## src/rtl/tcw_pkg.sv

```systemverilog
// ----------------------------------------------------------------------------
// tcw_pkg
// Shared types and constants of the text console writer: item payloads,
// request codes, microcode control word and datapath status flags.
// ----------------------------------------------------------------------------
package tcw_pkg;

   // Request codes carried in req_type.
   localparam logic [1:0] REQ_PUT  = 2'd0;
   localparam logic [1:0] REQ_BACK = 2'd1;
   localparam logic [1:0] REQ_READ = 2'd2;

   // Configuration register indexes.
   localparam logic CSR_TEXT_ATTR  = 1'b0;
   localparam logic CSR_ERASE_ATTR = 1'b1;

   localparam logic [7:0] NEWLINE_CODE = 8'd10;
   localparam logic [7:0] SPACE_CODE   = 8'd32;
   localparam logic [7:0] TEXT_ATTR_RESET  = 8'd15;
   localparam logic [7:0] ERASE_ATTR_RESET = 8'd13;

   typedef struct packed {
      logic [1:0]  req_type;
      logic [7:0]  char_code;
      logic [10:0] cell_index;
   } req_item_type;

   typedef struct packed {
      logic [10:0] cursor_pos;
      logic [7:0]  cell_char;
      logic [7:0]  cell_attr;
   } rsp_item_type;

   // Microprogram step addresses.
   typedef enum logic [3:0] {
      S_CLEAR    = 4'd0,
      S_IDLE     = 4'd1,
      S_PUT      = 4'd2,
      S_PUT_WR   = 4'd3,
      S_NL       = 4'd4,
      S_SC_RD    = 4'd5,
      S_SC_WR    = 4'd6,
      S_SC_BLANK = 4'd7,
      S_BS       = 4'd8,
      S_BS_WR    = 4'd9,
      S_READ     = 4'd10,
      S_RESP     = 4'd11,
      S_RESP_RD  = 4'd12
   } step_type;

   typedef enum logic [2:0] {
      WR_NONE,
      WR_ZERO,
      WR_TEXT,
      WR_ERASE,
      WR_COPY,
      WR_BLANK
   } wr_sel_type;

   typedef enum logic {
      RD_IDX,
      RD_SHIFT
   } rd_sel_type;

   typedef enum logic [1:0] {
      P_HOLD,
      P_INC,
      P_CLEAR
   } ptr_op_type;

   typedef enum logic [1:0] {
      C_HOLD,
      C_ADV,
      C_NEWROW,
      C_BACK
   } cur_op_type;

   typedef enum logic [3:0] {
      CND_ALWAYS,
      CND_REQ,
      CND_NEWLINE,
      CND_COL_LAST,
      CND_ROW_LAST,
      CND_ROW_ZERO,
      CND_PTR_TOP,
      CND_PTR_LAST,
      CND_RSP_FREE
   } cond_type;

   typedef struct packed {
      wr_sel_type wr_sel;
      rd_sel_type rd_sel;
      ptr_op_type ptr_op;
      cur_op_type cur_op;
      cond_type   cond;
      step_type   jmp_t;
      step_type   jmp_f;
      logic       accept;
      logic       dispatch;
      logic       respond;
      logic       from_ram;
   } ctl_word_type;

   typedef struct packed {
      logic req_valid;
      logic newline;
      logic col_last;
      logic row_last;
      logic row_zero;
      logic ptr_top;
      logic ptr_last;
      logic rsp_free;
   } flags_type;

endpackage

```

## src/rtl/tcw_useq.sv

```systemverilog
// ----------------------------------------------------------------------------
// tcw_useq
// Microcode sequencer: step counter, control store and jump logic. Each
// step's control word drives the datapath and picks the next step.
// ----------------------------------------------------------------------------
module tcw_useq (
   input  logic                  clock,
   input  logic                  reset,
   input  tcw_pkg::flags_type    flags,
   input  logic [1:0]            new_req_type,
   output tcw_pkg::ctl_word_type ctl
);

   import tcw_pkg::*;

   step_type step_ff;
   step_type step_in;
   logic     cond_true;

   function automatic ctl_word_type ucode(input step_type step);
      ctl_word_type w;
      w = '{wr_sel: WR_NONE, rd_sel: RD_IDX, ptr_op: P_HOLD, cur_op: C_HOLD,
            cond: CND_ALWAYS, jmp_t: S_IDLE, jmp_f: S_IDLE, accept: 1'b0,
            dispatch: 1'b0, respond: 1'b0, from_ram: 1'b0};
      case (step)
         S_CLEAR: begin
            w.wr_sel = WR_ZERO;
            w.ptr_op = P_INC;
            w.cond   = CND_PTR_LAST;
            w.jmp_t  = S_IDLE;
            w.jmp_f  = S_CLEAR;
         end
         S_IDLE: begin
            w.accept   = 1'b1;
            w.dispatch = 1'b1;
            w.cond     = CND_REQ;
            w.jmp_f    = S_IDLE;
         end
         S_PUT: begin
            w.cond  = CND_NEWLINE;
            w.jmp_t = S_NL;
            w.jmp_f = S_PUT_WR;
         end
         S_PUT_WR: begin
            w.wr_sel = WR_TEXT;
            w.cur_op = C_ADV;
            w.cond   = CND_COL_LAST;
            w.jmp_t  = S_NL;
            w.jmp_f  = S_RESP;
         end
         S_NL: begin
            w.cur_op = C_NEWROW;
            w.ptr_op = P_CLEAR;
            w.cond   = CND_ROW_LAST;
            w.jmp_t  = S_SC_RD;
            w.jmp_f  = S_RESP;
         end
         S_SC_RD: begin
            w.rd_sel = RD_SHIFT;
            w.jmp_t  = S_SC_WR;
         end
         S_SC_WR: begin
            w.wr_sel = WR_COPY;
            w.ptr_op = P_INC;
            w.cond   = CND_PTR_TOP;
            w.jmp_t  = S_SC_BLANK;
            w.jmp_f  = S_SC_RD;
         end
         S_SC_BLANK: begin
            w.wr_sel = WR_BLANK;
            w.ptr_op = P_INC;
            w.cond   = CND_PTR_LAST;
            w.jmp_t  = S_RESP;
            w.jmp_f  = S_SC_BLANK;
         end
         S_BS: begin
            w.cur_op = C_BACK;
            w.cond   = CND_ROW_ZERO;
            w.jmp_t  = S_RESP;
            w.jmp_f  = S_BS_WR;
         end
         S_BS_WR: begin
            w.wr_sel = WR_ERASE;
            w.jmp_t  = S_RESP;
         end
         S_READ: begin
            w.rd_sel = RD_IDX;
            w.jmp_t  = S_RESP_RD;
         end
         S_RESP: begin
            w.respond = 1'b1;
            w.cond    = CND_RSP_FREE;
            w.jmp_t   = S_IDLE;
            w.jmp_f   = S_RESP;
         end
         S_RESP_RD: begin
            w.rd_sel   = RD_IDX;
            w.respond  = 1'b1;
            w.from_ram = 1'b1;
            w.cond     = CND_RSP_FREE;
            w.jmp_t    = S_IDLE;
            w.jmp_f    = S_RESP_RD;
         end
         default: begin
            w.jmp_t = S_IDLE;
         end
      endcase
      return w;
   endfunction

   assign ctl = ucode(step_ff);

   always_comb begin
      case (ctl.cond)
         CND_ALWAYS:   cond_true = 1'b1;
         CND_REQ:      cond_true = flags.req_valid;
         CND_NEWLINE:  cond_true = flags.newline;
         CND_COL_LAST: cond_true = flags.col_last;
         CND_ROW_LAST: cond_true = flags.row_last;
         CND_ROW_ZERO: cond_true = flags.row_zero;
         CND_PTR_TOP:  cond_true = flags.ptr_top;
         CND_PTR_LAST: cond_true = flags.ptr_last;
         CND_RSP_FREE: cond_true = flags.rsp_free;
         default:      cond_true = 1'b1;
      endcase

      if (!cond_true) begin
         step_in = ctl.jmp_f;
      end else if (ctl.dispatch) begin
         case (new_req_type)
            REQ_PUT:  step_in = S_PUT;
            REQ_BACK: step_in = S_BS;
            REQ_READ: step_in = S_READ;
            default:  step_in = S_RESP;
         endcase
      end else begin
         step_in = ctl.jmp_t;
      end
   end

   always_ff @(posedge clock) begin
      if (reset) begin
         step_ff <= S_CLEAR;
      end else begin
         step_ff <= step_in;
      end
   end

endmodule

```

## config.mk

```make
export PLATFORM = sky130hd
export DESIGN_NAME = tcw_useq
export DESIGN_NICKNAME = d
export VERILOG_FILES = /design/src/rtl/tcw_pkg.sv /design/src/rtl/tcw_useq.sv
export SDC_FILE = /design/constraint.sdc
export NUM_CORES = 1
export LEC_CHECK = 0
export BUFFER_PORTS_ARGS = -buffer_cell sky130_fd_sc_hd__buf_2
export CAP_MARGIN = 20
export CORE_MARGIN = 2
export CORE_UTILIZATION = 46
export DETAILED_ROUTE_END_ITERATION = 10
export PLACE_DENSITY_LB_ADDON = 0.25
export SLEW_MARGIN = 0
export SYNTH_ARGS = -nofsm -noshare
export SYNTH_HDL_FRONTEND = slang
export SYNTH_SLANG_ARGS = --single-unit
```

## constraint.sdc

```tcl
create_clock -name clock -period 2.7 [get_ports clock]
set_clock_uncertainty 0.15 [all_clocks]
set_input_delay 0.405 -clock clock [delete_from_list [all_inputs] [get_ports clock]]
set_output_delay 0.405 -clock clock [all_outputs]
set_load 0.02 [all_outputs]
```

# Word-level counts from Yosys, hierarchy flattened
# Cells that the tools add are included.
[totals]
ram_bits = 0
latchBits = 0
out_inout_bits = 24
wordCells = 45
n_memories = 0
regBits = 4
rom_bits = 0
inputBits = 12
[op_classes]
eq_ne = 22
n_reduce_logical = 8
n_shift = 0
mux = 14
addsub = 0
div = 0
bitwise_logic = 0
multipliers = 0
n_lt_le_gt_ge = 0
[op_table]
columns = ["op", "count"]
rows = [
  ["equality test 4 x 3 -> 1 bit (second input constant)", 8],
  ["case mux 4 bit (8 select lines)", 1],
  ["case mux 4 bit (7 select lines)", 1],
  ["equality test 4 bit (second input constant)", 6],
  ["case mux 4 bit (6 select lines)", 1],
  ["equality test 4 x 2 -> 1 bit (second input constant)", 4],
  ["case mux 3 bit (5 select lines)", 1],
  ["case mux 4 bit (3 select lines)", 1],
  ["OR reduction 3 bit", 3],
  ["equality test 4 x 1 -> 1 bit (second input constant)", 2],
  ["2-to-1 mux 4 bit", 2],
  ["case mux 1 bit (8 select lines)", 1],
  ["case mux 2 bit (3 select lines)", 1],
  ["OR reduction 2 bit", 3],
  ["logical NOT 4 bit", 1],
  ["case mux 2 bit (2 select lines)", 1],
  ["2-to-1 mux 1 bit", 3],
  ["equality test 2 x 1 -> 1 bit (second input constant)", 1],
  ["equality test 2 bit (second input constant)", 1],
  ["logical NOT 2 bit", 1],
  ["2-to-1 mux 2 bit", 1],
]

# Depth between registers and ports, before layout
# Gate-level depths: netlist of the first run.
[logic_depth]
depth_word = 6
ltp_mapped = 8
depth_no_buf = 5

# Worst setup path before layout of the first run
# Ideal clock, no wire load.
[synth_timing]
path_type = "reg-to-output"
from = "register step_ff[2]"
to = "output ctl[3] in the netlist's numbering"
required_time_ns = 2.145
path_slack_ns = 0.543
arrival_ns = 1.602
n_path_buf = 3
path_stages_with_launch = 5
cell_sequence = "dfxtp_1 buf_4 buf_2 nor3_1 buf_4"
[synth_lines]
columns = ["item", "line_no", "text"]
rows = [
  ["start, declared", "tcw_useq.sv:16", "step_type step_ff;"],
  ["start signal, assigned", "tcw_useq.sv:145", "step_ff <= step_in;"],
  ["end, declared", "tcw_useq.sv:11", "output tcw_pkg::ctl_word_type ctl"],
]

==> results.py, run 1 <==
metrics = {
    "floorplan": {
        "io_pins": 36,
        "start_util_pct": 49.71,
        "fp.dieArea_um2": 1722,
        "chipWidth_um": 41.50,
        "coreArea_um2": 1301,
        "die-height_um": 41.50,
        "fp-row-count": 13,
    },
    "detailed_routing": {
        "drtIter0Drc": 15,
        "totalWireLength_um": 1700,
        "ant_nets": 0,
        "route.vias.total": 790,
        "avgRoutedWirePerCell_um": 11.89,
        "viasPerCell": 5.524,
        "drc": 0,
        "drt-pass1-iter-count": 4,
    },
    "clocking": {
        "htree_levels": 1,
        "insertion_delay_ns": 0.23,
        "path_clk_slew_ns": 0.04,
        "cts_num_sinks": 4,
        "cts_setup_buffers": 0,
        "post_cts_resized": 0,
        "cts_tree": "yes",
        "ctsRootBufferMaster": "clkbuf_4",
        "clockBufferDepth": 2,
        "postCtsHoldBufs": 0,
        "numCtsBuffers": 3,
    },
    "synthesis": {
        "synth.cell_area_um2": 646.9,
        "synth_top_area_cell": "dfxtp_1",
        "synth_nets": 112,
        "yosysWarnings": 0,
        "syn_inst": 100,
        "synth_area_leaders": "dfxtp_1 12%, nor2_1 11%, nor3_1 5.4%, nand2b_1 4.8%, o21ai_0 4.6%",
        "avgSynthCellArea_um2": 6.469,
        "synth_edf_count": 0,
        "ys_ff_latch": 4,
        "synth_flop_cell": "dfxtp_1",
        "synth_common_cells": "19 x nor2_1, 7 x nor3_1, 6 x nand2_1, 6 x o21ai_0",
        "synth.most_common_cell": "nor2_1",
        "async_flop_share_pct": 0,
        "yosysUniqueCellTypes": 37,
        "synth_top_area_share_pct": 12.38,
        "yosysSeqAreaShare_pct": 12.38,
    },
    "global_routing": {
        "grt_max_degree": 29,
        "grt_pass1_wl_um": 2835,
        "grt_pass1_vias": 671,
        "grt_usage_pct": 20.20,
        "antenna_found_initial": 0,
        "overflow": 0,
    },
    "setup_path": {
        "cp-end-kind": "output pin",
        "critPathMaxStageDelay_ns": 0.80,
        "cp.required_ns": 2.14,
        "crit_chain": "or3b_4 > a21boi_0 > buf_2",
        "arrival_ns": 1.91,
        "worstSetupStartpointType": "register",
        "slowest_stage": "dfxtp_1",
        "critical_path_class": "register to output pin",
        "crit_fanout": 26,
    },
    "pwr": {
        "cellPowerDensity_nw_per_um2": 1378,
        "power.leakage_nw": 0.3772,
        "ir_worst_vdd_mv": 0.6443,
        "finalPower_mw": 1.109,
    },
    "final_layout": {
        "final_layout_size_suffix_gt1_share_pct": 34.38,
        "largestRegisters": "step_ff: 4 flops",
        "nFillCells": 135,
        "regMostFlops": "step_ff",
        "fin_nets": 142,
        "utilization_pct": 61.83,
        "areaGrowthSynthToFinish_pct": 24.37,
        "largest_reg_flops": 4,
        "diodes": 0,
    },
    "timing": {
        "relSlewSlack_pct": 42.75,
        "min_period_ns": 2.470,
        "setup_tns_ns": 0,
        "hold_viol_final": 0,
        "rsz0062_at_grt": "false",
        "worstMarginPinSlew_ns": 0.8576,
        "fmax_ghz": 0.4049,
        "fin_crit_sh_pct": 91.47,
        "finalSetupViolCount": 0,
        "report.final.slew_viol_count": 0,
    },
    "job": {
        "cap_violations": 0,
    },
    "place": {
        "hpwlAfterDp_um": 1264,
        "portBuffers": 35,
        "gp_congestion": 0.8297,
    },
    "hold_path": {
        "hp-class": "input pin to register",
    },
    "run_status": {
        "status": "completed",
    },
}
-- path summary, 6_finish.rpt --
check,startpoint,end,slack [ns],cells past startpoint
max reg2reg,step_ff[2]$_SDFF_PP0_,step_ff[3]$_SDFF_PP0_,0.47,5
min,reset,step_ff[3]$_SDFF_PP0_,0.23,2
max,step_ff[2]$_SDFF_PP0_,ctl[15],0.23,3
min reg2reg,step_ff[0]$_SDFF_PP0_,step_ff[3]$_SDFF_PP0_,0.79,3
-- area by class of cell --
class | instances | area, µm² | area share, %
clock buffers | 3 | 22.52 | 2.799
flip-flops and latches | 4 | 80.08 | 9.953
well taps | 15 | 18.77 | 2.333
repair buffers | 35 | 175.2 | 21.77
multi-input cells | 83 | 496.7 | 61.74
inverters | 3 | 11.26 | 1.400
-- placed cells by master, fill, tap and decap left out, drive strengths merged --
cell type	netlist	layout
nand3	3	3
nor2b	2	2
or2	1	1
a311oi	2	2
o32ai	1	1
o221a	1	1
o22ai	2	2
a21oi	5	5
mux2i	2	2
a31oi	1	1
and3	1	1
nand2	6	6
inv	3	3
or3b	2	2
nand3b	3	3
a221oi	1	1
dfxtp	4	4
o221ai	1	1
buf	10	35
o21a	2	2
and2	1	1
a21boi	2	2
or3	1	1
xnor2	2	2
maj3	1	1
nand2b	5	5
nor2	19	19
a221o	1	1
nor3	7	7
clkbuf	0	3
a211oi	1	1
o21ai	7	7
-- cell families after synthesis --
kind of cell	after synthesis	share of synthesized area, %
AND/OR/NAND/NOR	51	39.46
multiplexers	2	3.095
buffers and inverters	13	10.83
XOR/XNOR	2	2.708
AO/OA/AOI/OAI	27	29.98
flip-flops	4	12.38
adder cells (fa/ha/maj)	1	1.547
-- per-layer routing --
layer  global-route usage, %  wire (µm)
met1                   27.97        772
met5                       0          0
met4                   3.871          0
met3                   6.522        145
met2                   30.63        782
-- where the power goes --
part           switching, mW  internal (mW)  leakage (nW)  total (mW)
Sequential             0.113         0.0829        0.0332       0.196
Clock                 0.0225         0.0496        0.0138      0.0721
Combinational          0.514          0.327         0.330       0.841
Total                  0.649          0.460         0.377        1.11
-- worst max-delay path, delay by kind of cell, from the launching register on --
kind            cells  cell delay (ns)
buf+inv             1             0.20
flops               1             0.80
compound gates      1             0.20
simple gates        1             0.49
-- through the flow --
stage          hold WS [ns]  std cells  area [µm²]  setup slack, ns
2_1_floorplan        0.3271        100       646.9           0.5434
3_3_place_gp         0.4660        140       782.0           0.5151
3_5_place_dp         0.4692        140       782.0           0.5099
4_1_cts              0.2261        143       804.5           0.2406
5_1_grt              0.2392        143       804.5           0.1367
6_report             0.2342        143       804.5           0.2302
(Power assumes the default switching activity.)
==> inputs of run 2 (changes only) <==
--- a/config.mk
+++ b/config.mk
@@ -10,6 +10,7 @@
 export CORE_MARGIN = 2
 export CORE_UTILIZATION = 46
 export DETAILED_ROUTE_END_ITERATION = 10
+export GPL_TIMING_DRIVEN = 0
 export PLACE_DENSITY_LB_ADDON = 0.25
 export SLEW_MARGIN = 0
 export SYNTH_ARGS = -nofsm -noshare
==> results.py, run 2 (synthesis gave the netlist of run 1 again) <==
metrics = {
    "timing": {
        "finalSetupViolCount": 0,
        "relSlewSlack_pct": 54.66,
        "rsz0062_at_grt": "false",
        "hold_viol_final": 0,
        "fmax_ghz": 0.4176,
        "fin_crit_sh_pct": 88.70,
        "report.final.slew_viol_count": 0,
        "worstMarginPinSlew_ns": 0.6749,
        "min_period_ns": 2.395,
        "setup_tns_ns": 0,
        "fin_hold_ws_ns": 0.2281,
    },
    "global_routing": {
        "grtUsageMet1_pct": 31.13,
        "use_met3_pct": 1.739,
        "grt_max_degree": 11,
        "grt_usage_pct": 23.70,
        "grt-busiest-layer": "met2",
        "overflow": 0,
        "use_met2_pct": 38.13,
        "grt_pass1_wl_um": 3332,
        "antenna_found_initial": 0,
        "grt_pass1_vias": 781,
    },
    "final_layout": {
        "regMostFlops": "step_ff",
        "areaGrowthSynthToFinish_pct": 33.46,
        "largestRegisters": "step_ff: 4 flops",
        "final_layout_size_suffix_gt1_share_pct": 38.41,
        "multi_input_area_um2": 496.7,
        "fin_cells": 153,
        "regArea_um2": 80.08,
        "final_cell_mix": "40 x buf_2, 19 x nor2_1, 7 x nor3_1",
        "final_common_cell": "buf_2",
        "largest_reg_flops": 4,
        "fin_nets": 152,
        "diodes": 0,
        "nFillCells": 146,
    },
    "pwr": {
        "clkPwrFrac_pct": 6.1,
        "p_comb_share_pct": 85.1,
        "power.leakage_nw": 0.4232,
        "ir_worst_vdd_mv": 0.7857,
        "swShare_pct": 57.87,
        "cellPowerDensity_nw_per_um2": 1394,
        "intPower_mw": 0.5069,
        "finalPower_mw": 1.203,
        "p_sw_mw": 0.6964,
        "pwr-share-seq_pct": 8.9,
    },
    "setup_path": {
        "slowest_stage": "buf_1",
        "cp_common_cell": "buf_2",
        "cp-end-kind": "output pin",
        "crit_buf_inv": 4,
        "crit_fanout": 10,
        "critical_path_class": "register to output pin",
        "cp.required_ns": 2.14,
        "crit_chain": "buf_2 > buf_2 > buf_1 > a21oi_1 > and2_1 > buf_2",
        "arrival_ns": 1.84,
        "cpLargestDelayFamily": "buffers and inverters",
        "critPathMaxStageDelay_ns": 0.39,
        "worstSetupStartpointType": "register",
    },
    "place": {
        "hpwlAfterDp_um": 1492,
        "dp.cells": 150,
        "portBuffers": 35,
        "gp_congestion": 0.8669,
    },
    "detailed_routing": {
        "drt-pass1-iter-count": 4,
        "viasPerCell": 5.908,
        "drtIter0Drc": 33,
        "avgRoutedWirePerCell_um": 13.34,
        "ant_nets": 0,
        "drc": 0,
        "route.vias.total": 904,
        "totalWireLength_um": 2041,
    },
    "job": {
        "cap_violations": 0,
    },
    "clocking": {
        "htree_levels": 1,
        "insertion_delay_ns": 0.23,
        "post_cts_resized": 0,
        "cts_tree": "yes",
        "postCtsHoldBufs": 0,
        "numCtsBuffers": 3,
        "path_clk_slew_ns": 0.04,
        "ctsRootBufferMaster": "clkbuf_4",
        "cts_setup_buffers": 0,
        "cts_num_sinks": 4,
        "clockBufferDepth": 2,
    },
    "floorplan": {
        "chipWidth_um": 41.50,
        "io_pins": 36,
        "fp-row-count": 13,
        "fp.dieArea_um2": 1722,
        "start_util_pct": 49.71,
        "coreArea_um2": 1301,
        "die-height_um": 41.50,
    },
    "run_status": {
        "status": "completed",
    },
    "hold_path": {
        "hp-class": "input pin to register",
    },
}
==> run 2: cell types whose count changed in the layout (fill, tap and decap cells not counted) <==
| cell | delta |
|---|---|
| buf_2 | +5 |
| buf_4 | +4 |
| buf_1 | +1 |
==> run 2: final timing paths <==
path | slack, ns | cells past startpoint | start | to
min reg2reg | 0.69 | 4 | step_ff[2]$_SDFF_PP0_ | step_ff[3]$_SDFF_PP0_
max | 0.31 | 6 | step_ff[3]$_SDFF_PP0_ | ctl[12]
max reg2reg | 0.65 | 6 | step_ff[1]$_SDFF_PP0_ | step_ff[3]$_SDFF_PP0_
min | 0.23 | 2 | reset | step_ff[1]$_SDFF_PP0_
==> run 2: cell type report <==
type,count,share of cell area (%)
multi-input combinational,83,57.54
timing repair buffer,35,20.29
sequential,4,9.275
buffer,10,6.812
clock buffer,3,2.609
tap,15,2.174
inverter,3,1.304
==> run 2: worst reg2reg max path: cells and delay by family, from the launching register on <==
family | cells | cell delay (ns)
buffers and inverters | 1 | 0.24
muxes | 1 | 0.20
and+or+nand+nor | 1 | 0.16
DFF | 1 | 0.44
AOI/OAI and AO/OA | 3 | 0.76
==> run 2: metrics by stage <==
step	worst slack, ns	instance area [µm²]	util, %
2_1_floorplan	0.5434	646.9	-
3_3_place_gp	0.6360	840.8	64.62
3_5_place_dp	0.5790	840.8	64.62
4_1_cts	0.3200	863.3	66.35
5_1_grt	0.1931	863.3	66.35
6_report	0.3051	863.3	66.35
==> run 2: power by group through the flow <==
stage	sequential, mW	clock (mW)	combinational [mW]
finish	0.107	0.0732	1.02
global route	0.111	0.0844	1.10
CTS	0.106	0.0746	1.01
detailed placement	0.106	0	0.998
global placement	0.107	0	0.986
floorplan	0.0987	0	0.747
==> run 2: routing by layer <==
layer  wire length (µm)  up-vias
li1                   -      432
met1                899      424
met2                979       42
met3                118        6
met4                 44        0
met5                  0        -
==> inputs of run 3 (changes only) <==
--- a/config.mk
+++ b/config.mk
@@ -5,6 +5,7 @@
 export SDC_FILE = /design/constraint.sdc
 export NUM_CORES = 1
 export LEC_CHECK = 0
+export ABC_AREA = 1
 export BUFFER_PORTS_ARGS = -buffer_cell sky130_fd_sc_hd__buf_2
 export CAP_MARGIN = 20
 export CORE_MARGIN = 2
==> results.py, run 3 <==
metrics = {
    "run_status": {
        "status": "completed",
    },
    "global_routing": {
        "grt_pass1_vias": 629,
        "grt_usage_pct": 22.82,
        "grt_max_degree": 10,
        "antenna_found_initial": 0,
        "grt_pass1_wl_um": 2525,
        "overflow": 0,
    },
    "final_layout": {
        "final_layout_size_suffix_gt1_share_pct": 40.13,
        "utilization_pct": 65.34,
        "nFillCells": 144,
        "largestRegisters": "step_ff: 4 flops",
        "final_cell_mix": "38 x nand2_1, 35 x buf_2, 18 x nor2_1",
        "final_area_um2": 839.6,
        "areaGrowthSynthToFinish_pct": 34.74,
        "fin_nets": 171,
        "largest_reg_flops": 4,
        "regMostFlops": "step_ff",
        "final_common_cell": "nand2_1",
        "diodes": 0,
    },
    "floorplan": {
        "chipWidth_um": 40.81,
        "fp-row-count": 13,
        "io_pins": 36,
        "fp.dieArea_um2": 1665,
        "coreArea_um2": 1285,
        "start_util_pct": 48.49,
        "die-height_um": 40.81,
    },
    "synthesis": {
        "syn_inst": 119,
        "yosysSeqAreaShare_pct": 12.85,
        "async_flop_share_pct": 0,
        "avgSynthCellArea_um2": 5.236,
        "synth_area_leaders": "nand2_1 23%, dfxtp_1 13%, nor2_1 11%, inv_1 7.8%, nand2_2 7.0%",
        "synth_common_cells": "38 x nand2_1, 18 x nor2_1, 13 x inv_1, 7 x nand2_2",
        "synth_top_area_cell": "nand2_1",
        "yosysUniqueCellTypes": 20,
        "synth_flop_cell": "dfxtp_1",
        "synth_top_area_share_pct": 22.89,
        "synth.most_common_cell": "nand2_1",
        "synth_edf_count": 0,
        "yosysWarnings": 0,
        "ys_ff_latch": 4,
        "synth.cell_area_um2": 623.1,
        "synth_nets": 131,
    },
    "clocking": {
        "cts_setup_buffers": 0,
        "postCtsHoldBufs": 0,
        "numCtsBuffers": 3,
        "cts_num_sinks": 4,
        "clockBufferDepth": 2,
        "htree_levels": 1,
        "ctsRootBufferMaster": "clkbuf_4",
        "cts_tree": "yes",
        "insertion_delay_ns": 0.24,
        "post_cts_resized": 0,
        "path_clk_slew_ns": 0.04,
    },
    "timing": {
        "min_period_ns": 2.108,
        "worstMarginPinSlew_ns": 0.3429,
        "fmax_ghz": 0.4745,
        "fin_crit_sh_pct": 78.06,
        "relSlewSlack_pct": 77.11,
        "report.final.slew_viol_count": 0,
        "setup_tns_ns": 0,
        "hold_viol_final": 0,
        "finalSetupViolCount": 0,
        "rsz0062_at_grt": "false",
        "fin_ws_ns": 0.5924,
    },
    "detailed_routing": {
        "avgRoutedWirePerCell_um": 9.570,
        "ant_nets": 0,
        "drt-pass1-iter-count": 4,
        "route.vias.total": 824,
        "drtIter0Drc": 17,
        "drc": 0,
        "viasPerCell": 4.791,
        "totalWireLength_um": 1646,
    },
    "setup_path": {
        "arrival_ns": 1.55,
        "cp-end-kind": "output pin",
        "crit_fanout": 6,
        "cp.required_ns": 2.14,
        "worstSetupStartpointType": "register",
        "critical_path_class": "register to output pin",
        "reg2regPathDepth": 12,
    },
    "hold_path": {
        "whs_path_depth": 4,
        "hp-class": "input pin to register",
    },
    "place": {
        "dp_slack_ns": 0.8634,
        "hpwlAfterDp_um": 1383,
        "gp_congestion": 0.8455,
        "post_dp_cell_area_um2": 817.0,
        "portBuffers": 35,
    },
    "pwr": {
        "ir_worst_vdd_mv": 0.7661,
        "cellPowerDensity_nw_per_um2": 1327,
        "power.leakage_nw": 0.5819,
    },
    "job": {
        "cap_violations": 0,
    },
}
## run 3: cell types whose count changed after synthesis, moves of 5 or more
cell and delta:
buf_2 -5, inv_1 +12, nand2_1 +32, nor3_1 -6
nand2_2 +7, nand2b_1 -5
## run 3: cell families after synthesis
group	synth area share, %
AND/OR/NAND/NOR	64.46
flip-flops	12.85
buffers and inverters	13.66
AO/OA/AOI/OAI	9.036
## run 3: power breakdown
part	total (mW)	switching (mW)	internal, mW
clock	0.0762	0.0264	0.0499
combinational	0.913	0.616	0.297
sequential	0.125	0.0422	0.0829
total	1.11	0.685	0.430
## run 3: final cells by class
| type | instances | area, µm² | area share (%) |
|---|---|---|---|
| inverters | 20 | 77.57 | 9.240 |
| plain buffers | 1 | 7.507 | 0.8942 |
| flip-flops and latches | 4 | 80.08 | 9.538 |
| well taps | 15 | 18.77 | 2.235 |
| clock buffers | 3 | 22.52 | 2.683 |
| repair buffers | 35 | 175.2 | 20.86 |
| multi-input cells | 94 | 457.9 | 54.55 |
## run 3: per-stage QoR
| step | hold slack [ns] | total power [mW] | instances |
|---|---|---|---|
| after floorplan | 0.4340 | 0.7981 | 119 |
| after global placement | 0.5320 | 1.028 | 169 |
| after detailed placement | 0.5369 | 1.039 | 169 |
| after CTS | 0.2749 | 1.123 | 172 |
| after global routing | 0.3076 | 1.227 | 172 |
| final | 0.2844 | 1.114 | 172 |
## run 3: path summary, 6_finish.rpt
kind,startpoint,endpoint,slack (ns)
worst max register to register,step_ff[3]$_SDFF_PP0_,step_ff[3]$_SDFF_PP0_,1.08
worst min-delay path,reset,step_ff[0]$_SDFF_PP0_,0.28
worst min register to register,step_ff[0]$_SDFF_PP0_,step_ff[2]$_SDFF_PP0_,0.67
worst max-delay path,step_ff[2]$_SDFF_PP0_,ctl[7],0.59
## run 3: worst max-delay path, cell delays in order, from the launching register on
cell	delay, ns
dfxtp_1	0.51
nor2_2	0.12
nand2_2	0.10
o21ai_0	0.08
a21oi_1	0.18
nand3_1	0.14
buf_2	0.19
## run 3: routing by layer
layer / wire, µm / up-vias / track usage [%] / part of all wire (%)
li1: - / 441 / - / -
met1: 771 / 364 / 30.00 / 47
met2: 819 / 19 / 36.72 / 50
met3: 56 / 0 / 1.630 / 3.4
met4: 0 / 0 / 11.67 / 0
met5: 0 / - / 0 / 0
